### config.mk
export PLATFORM = sky130hd
export DESIGN_NAME = dpb_front
export DESIGN_NICKNAME = d
export VERILOG_FILES = /design/src/design/dpb_pkg.sv /design/src/design/dpb_front.sv
export SDC_FILE = /design/constraint.sdc
export NUM_CORES = 1
export LEC_CHECK = 0
export BUFFER_PORTS_ARGS = -buffer_cell sky130_fd_sc_hd__buf_2
export CAP_MARGIN = 20
export CORE_UTILIZATION = 45
export DETAILED_ROUTE_END_ITERATION = 7
export PLACE_DENSITY = 0.77
export SYNTH_ARGS = -nofsm -noshare
export SYNTH_HDL_FRONTEND = slang
export SYNTH_SLANG_ARGS = --single-unit
### constraint.sdc
create_clock -name clk -period 3.7 [get_ports clk]
set_input_delay 0.185 -clock clk [delete_from_list [all_inputs] [get_ports clk]]
set_output_delay 0.185 -clock clk [all_outputs]
set_load 0.01 [all_outputs]
### src/design/dpb_pkg.sv
// Package for the depth pixel back-projection block.
// Holds limits, register indexes and the types shared by the front, queue and back.
// No dependencies.
package dpb_pkg;

  localparam int unsigned MAX_DIM      = 4096;
  localparam int unsigned MIN_DEPTH_MM = 100;
  localparam int unsigned MAX_DEPTH_MM = 50000;
  localparam int unsigned MAX_STEP     = 16;

  localparam int unsigned QUEUE_DEPTH = 4;
  localparam int unsigned QPTR_W      = $clog2(QUEUE_DEPTH);

  localparam logic [2:0] REG_IMAGE_WIDTH  = 3'd0;
  localparam logic [2:0] REG_IMAGE_HEIGHT = 3'd1;
  localparam logic [2:0] REG_STRIDE       = 3'd2;
  localparam logic [2:0] REG_INV_FOCAL_X  = 3'd3;
  localparam logic [2:0] REG_INV_FOCAL_Y  = 3'd4;
  localparam logic [2:0] REG_CENTER_X     = 3'd5;
  localparam logic [2:0] REG_CENTER_Y     = 3'd6;

  typedef struct packed {
    logic [12:0] image_width;
    logic [12:0] image_height;
    logic [4:0]  stride;
    logic [23:0] inv_focal_x;
    logic [23:0] inv_focal_y;
    logic [15:0] center_x;
    logic [15:0] center_y;
  } cfg_t;

  // One kept pixel, classified and ready for projection.
  typedef struct packed {
    logic [15:0] mag_x;
    logic        neg_x;
    logic [15:0] mag_y;
    logic        neg_y;
    logic [15:0] depth;
    logic [7:0]  red;
    logic [7:0]  green;
    logic [7:0]  blue;
    logic        valid;
    logic        last;
  } point_req_t;

  typedef struct packed {
    logic full;
    logic empty;
  } q_stat_t;

endpackage

### src/design/dpb_front.sv
// Front part: raster position counters, subsampling and depth classification.
// Depends on dpb_pkg; pushes one request per kept pixel into dpb_queue.
module dpb_front
  import dpb_pkg::*;
(
  input  logic        clk,
  input  logic        rst,
  input  cfg_t        cfg,
  input  logic        in_valid,
  output logic        in_ready,
  input  logic [15:0] depth_mm,
  input  logic [7:0]  red,
  input  logic [7:0]  green,
  input  logic [7:0]  blue,
  input  logic        frame_start,
  input  q_stat_t     q_stat,
  output logic        push,
  output point_req_t  push_data
);

  logic [11:0] column_count, row_count;
  logic [3:0]  column_phase, row_phase;
  logic [11:0] column_count_next, row_count_next;
  logic [3:0]  column_phase_next, row_phase_next;

  logic [11:0] cc, rc;
  logic [3:0]  cp, rp;
  logic [12:0] w, h;
  logic [4:0]  st;
  logic [12:0] cc_inc, rc_inc;
  logic [4:0]  cp_inc, rp_inc;
  logic [16:0] off_x, off_y, neg_off_x, neg_off_y;
  logic        accept, kept, in_range;

  assign in_ready = !q_stat.full;
  assign accept   = in_valid && in_ready;

  always_comb begin
    w  = (cfg.image_width == '0) ? 13'd1 :
         (cfg.image_width > 13'(MAX_DIM)) ? 13'(MAX_DIM) : cfg.image_width;
    h  = (cfg.image_height == '0) ? 13'd1 :
         (cfg.image_height > 13'(MAX_DIM)) ? 13'(MAX_DIM) : cfg.image_height;
    st = (cfg.stride == '0) ? 5'd1 :
         (cfg.stride > 5'(MAX_STEP)) ? 5'(MAX_STEP) : cfg.stride;
  end

  always_comb begin
    cc = frame_start ? '0 : column_count;
    rc = frame_start ? '0 : row_count;
    cp = frame_start ? '0 : column_phase;
    rp = frame_start ? '0 : row_phase;

    cc_inc = {1'b0, cc} + 13'd1;
    rc_inc = {1'b0, rc} + 13'd1;
    cp_inc = {1'b0, cp} + 5'd1;
    rp_inc = {1'b0, rp} + 5'd1;

    column_count_next = cc_inc[11:0];
    column_phase_next = (cp_inc >= st) ? 4'd0 : cp_inc[3:0];
    row_count_next    = rc;
    row_phase_next    = rp;
    if (cc_inc >= w) begin
      column_count_next = '0;
      column_phase_next = '0;
      row_count_next    = rc_inc[11:0];
      row_phase_next    = (rp_inc >= st) ? 4'd0 : rp_inc[3:0];
      if (rc_inc >= h) begin
        row_count_next = '0;
        row_phase_next = '0;
      end
    end
  end

  always_comb begin
    kept     = (cp == '0) && (rp == '0);
    in_range = (depth_mm > 16'(MIN_DEPTH_MM)) && (depth_mm <= 16'(MAX_DEPTH_MM));
    off_x    = {1'b0, cc, 4'b0000} - {1'b0, cfg.center_x};
    off_y    = {1'b0, rc, 4'b0000} - {1'b0, cfg.center_y};
    neg_off_x = 17'd0 - off_x;
    neg_off_y = 17'd0 - off_y;

    push_data.neg_x = off_x[16];
    push_data.mag_x = off_x[16] ? neg_off_x[15:0] : off_x[15:0];
    push_data.neg_y = off_y[16];
    push_data.mag_y = off_y[16] ? neg_off_y[15:0] : off_y[15:0];
    push_data.depth = depth_mm;
    push_data.red   = red;
    push_data.green = green;
    push_data.blue  = blue;
    push_data.valid = in_range;
    push_data.last  = (({1'b0, cc} + 13'(st)) >= w) && (({1'b0, rc} + 13'(st)) >= h);
  end

  assign push = accept && kept;

  always_ff @(posedge clk) begin
    if (rst) begin
      column_count <= '0;
      row_count    <= '0;
      column_phase <= '0;
      row_phase    <= '0;
    end else if (accept) begin
      column_count <= column_count_next;
      row_count    <= row_count_next;
      column_phase <= column_phase_next;
      row_phase    <= row_phase_next;
    end
  end

endmodule

Word-level counts from Yosys, hierarchy flattened
Index checks and enable logic that the tools add are counted.

Div/mod/pow operators: 0. Reductions and logical operators: 11. Magnitude comparators: 11. Equal/unequal tests: 0. Add/subtract/negate cells: 10. $mul: 0. Shift operators: 0. Muxes and demuxes: 20. Bitwise operators: 0.

Operators by type and width (count): $mux W12 (5); $ge A13 B13 Y1 (4); $mux W13 (4); $sub A16 B16 Y17 (2); $mux W16 (2); $sub A1 B16 Y16 const A (2); $mux W4 (7); $add A12 B1 Y13 const B (2); $add A12 B5 Y13 (2); $gt A13 B13 Y1 const B (2); $logic_not A13 Y1 (2); $gt A16 B7 Y1 const B (1); $le A16 B16 Y1 const B (1); $add A4 B1 Y5 const B (2); $ge A5 B5 Y1 (2); $mux W5 (2); $logic_not A4 Y1 (2); $gt A5 B5 Y1 const B (1); $logic_and A1 B1 Y1 (5); $logic_not A5 Y1 (1); $logic_not A1 Y1 (1).

Word-level logic and storage cells: 56. RAM bits: 0. Bits of input ports: 157. Bits in latches: 0. Memory bits (read-only): 0. Memories kept: 0. Output and inout bits: 78. Register bits: 32.

Longest topological paths before layout
Depth after elaboration: 7. Mapped depth: 23. Mapped depth without buffers: 22.

Least setup slack after synthesis
OpenSTA, ideal clock, no wires.

Path kind: input to output. From: input port frame_start. To: output port push_data[0] in the netlist's numbering. Stages on the path: 22. Path slack: -0.228 ns. Path buffers: 3. Data arrival time: 3.743 ns. Required time: 3.515 ns. Cell sequence: clkbuf_1 clkbuf_1 clkbuf_1 nor2b_1 ha_1 inv_1 fa_1 inv_1 a21oi_1 o21ai_0 a21o_1 nand2_1 nor2_1 xor2_1 ha_1 and4_1 a211oi_1 a31oi_1 o21ai_0 nand2_1 a21oi_1 a21oi_1.

RTL lines: start: declaration (RTL line dpb_front.sv:15) `input logic frame_start,`; end: declaration (RTL line dpb_front.sv:18) `output point_req_t push_data`.

==> reports/results.txt <==
Clock Pin Slew Worst Setup and Hold Paths: 60 ps
H-tree levels: 2
Area after DPL: 7520 µm²
1st-pass router iterations: 5
core area: 13800 µm²
HPWL after DPL: 14400 µm
number of buffers added on ports: 137
HP Start: rst
Seq cells post-synth: 32
Slew Limit Fails: 0
DRT iter0 DRCs: 356
met2 WL: 9470 µm
Setup violations, final: 1
post-synthesis simple-gate area fraction: 24.1%
Routed Antenna Nets: 0
worst setup margin: -51.6 ps
initial antenna violation count: 0
TritonCTS Buffers: 5
Worst Skew: 8.37 ps
Syn-to-layout area delta: 30.0%
R2R cell count: 18
Clock Tree Root: clkbuf_16
wire per inst: 15.1 µm
WHS: 348 ps
DR WL met3: 986 µm
# DRC: 0
Post-Syn Area per Cell: 7.22 µm²
Mapped Nets: 1141
Synth Instances: 878
status: finished with violations
met1 WL: 7690 µm
largest net degree at the start of global routing: 27
post-route cell area: 8240 µm²
arrival time at the worst endpoint: 3570 ps
total die area: 14600 µm²
starting density of the core: 45.9%
RSZ-0062 raised after global routing: true
Critical R2R Launch: column_count[0]$_SDFFE_PP0P_
Tot GR Track Use: 24.7%
highest routed layer: met4
top-count cell post-synth: ha_1
Cell Rows: 43
GPL Wtd Cong: 0.918
vias after detailed routing: 6930
first-pass GRT wire length: 29300 µm
crit-path max cell delay: 510 ps
Hold EP: column_phase[0]$_SDFFE_PP0P_
ys async rst share: 0%
CTS Hold Bufs: 0
min-delay worst type: in2reg
synthesis warning total: 0
share of layout cells above drive strength 1: 32.0%
final core occ: 59.6%
vias in the first global route: 6450
Boundary Pins: 235
Synth Cell Area: 6340 µm²
post-synthesis sequential area ratio: 10.1%
Post-synth EDFFs: 0
failing checks: negative setup slack
peak supply drop: 164 µV
Worst-Skew Late Latency: 280 ps
Final Hold Vio Count: 0
unique cell type count in the Yosys netlist: 58
clock buffer depth: 2
Critical R2R Capture: row_phase[0]$_SDFFE_PP0P_
Critical Path End Type: output port
Overflow after GRT: 0
post-synthesis xor/xnor area fraction: 13.3%
Die Wd: 121 µm
Post-Synth Adder-Cell Area: 21.2%
diode count: 0
Yosys top cell area share: 20.5%
Max Clk Rate: 267 MHz
worst path cell trace: nor2b_4, buf_6, ha_4, inv_2, fa_2, inv_2, a21oi_2, o21bai_1, a21o_1, and3_4, nand2_4, xnor2_2, ha_2, or4_4, a221o_1, o2111ai_2, a21oi_2, buf_2
Synth Flop Type: dfxtp_1
Req. time, crit path: 3510 ps
hold depth: 2
slowest stage cell on the critical path: or4_4
flop-to-flop setup slack: 120 ps
Tcrit/Tclk final: 101%
Final nets: 1325
worst-margin pin slew: 1200 ps
leakage power: 4.12 nW
largest family of logic cells by synthesized area: simple AND/OR/NAND/NOR gates
CP max FO: 3
crit path kind: reg2out
Max Cap Viol: 0
relative slew slack: 20.0%
Routed WL: 18700 µm
Synth Area in Compound Gates: 20.5%
vias per cell: 5.58
minimum clock period: 3750 ps
CP Launch Type: flip-flop
Sink Count: 32
Die Span Y: 121 µm
mux cell area share after synthesis: 0.316%
top post-synthesis cells by area: ha_1 (21%), dfxtp_1 (10%), xnor2_1 (9.0%)
Pwr Density: 157 nW/µm²
CTS tree: built
Synth area leader: ha_1
commonest cells in the netlist: ha_1 (104), nand2_1 (87), inv_1 (67)
[cell type report]
type | count | area, µm²
Clock buffer | 5 | 125
Sequential cell | 32 | 647
Fill cell | 1174 | 5590
Clock inverter | 3 | 42.5
Multi-Input combinational cell | 711 | 5440
Inverter | 67 | 251
Tap cell | 180 | 225
Timing Repair Buffer | 245 | 1510
[per-stage QoR]
| stage | total power [mW] | setup slack (ps) | TNS (ps) | std cells |
|---|---|---|---|---|
| 6_report | 1.29 | -51.6 | -51.6 | 1243 |
| 5_1_grt | 1.36 | -156 | -273 | 1243 |
| 4_1_cts | 1.27 | -37.9 | -37.9 | 1237 |
| 3_5_place_dp | 0.780 | -255 | -812 | 1218 |
| 3_3_place_gp | 0.771 | -185 | -817 | 1218 |
| 2_1_floorplan | 0.645 | -54.6 | -54.6 | 878 |
[flip-flops by register name, summed over array words and instances, names as in the netlist]
register	flops
column_count	12
column_phase	4
row_count	12
row_phase	4
[layer usage]
layer / up-vias / track usage (%)
li1: 3419 / -
met5: - / 0
met4: 0 / 7.64
met2: 268 / 46.9
met1: 3201 / 28.9
met3: 42 / 1.98
[worst max-delay path, delay by kind of cell (launching register included)]
kind                       cells  cell delay [ps]
and+or+nand+nor                4              930
AOI/OAI and AO/OA              6              860
adders and majority gates      3              670
buffers and inverters          4              350
DFF                            1              330
xor gates and xnor gates       1              130
[power by group]
group	switching, mW	internal, mW	total, mW
clock	0.162	0.316	0.478
combinational	0.252	0.213	0.465
sequential	0.00133	0.347	0.348
[worst max-delay path by stage]
stage                                 startpoint  slack [ps]            to
floorplan                            frame_start         -50  push_data[0]
global placement                         cfg[81]        -180  push_data[0]
detailed placement                       cfg[81]        -250  push_data[0]
CTS                    row_count[0]$_SDFFE_PP0P_         -40  push_data[0]
global route        column_count[0]$_SDFFE_PP0P_        -160  push_data[0]
finish              column_count[0]$_SDFFE_PP0P_         -50  push_data[0]
[cell usage in the layout, fill, tap and decap left out, types with 11 or more instances in the layout]
cell type and count:
nor3_1 16, a21o_1 25, buf_4 105, a21oi_1 36
nor2_1 54, nor2b_1 30, xnor2_1 61, o21ai_0 43
xor2_1 29, nand2_1 84, inv_1 62, dfxtp_1 27
or3_1 11, nand3_1 26, buf_2 136, nand2b_1 12
ha_1 95
[kinds of logic (layout without fill, tap and decap cells)]
group | count (synthesis) | count (layout)
simple gates | 306 | 306
compound gates | 201 | 201
buf+inv | 135 | 320
fa+ha+maj | 106 | 106
xor+xnor | 96 | 96
flops | 32 | 32
mux | 2 | 2
[what timing repair did]
item                                    in CTS  in global routing
gates resized for setup                     35                 66
buffers inserted                            11                  8
endpoints found under the setup margin      18                 59
pin swaps                                   16                 38
Power figures use the tool's default switching activity.
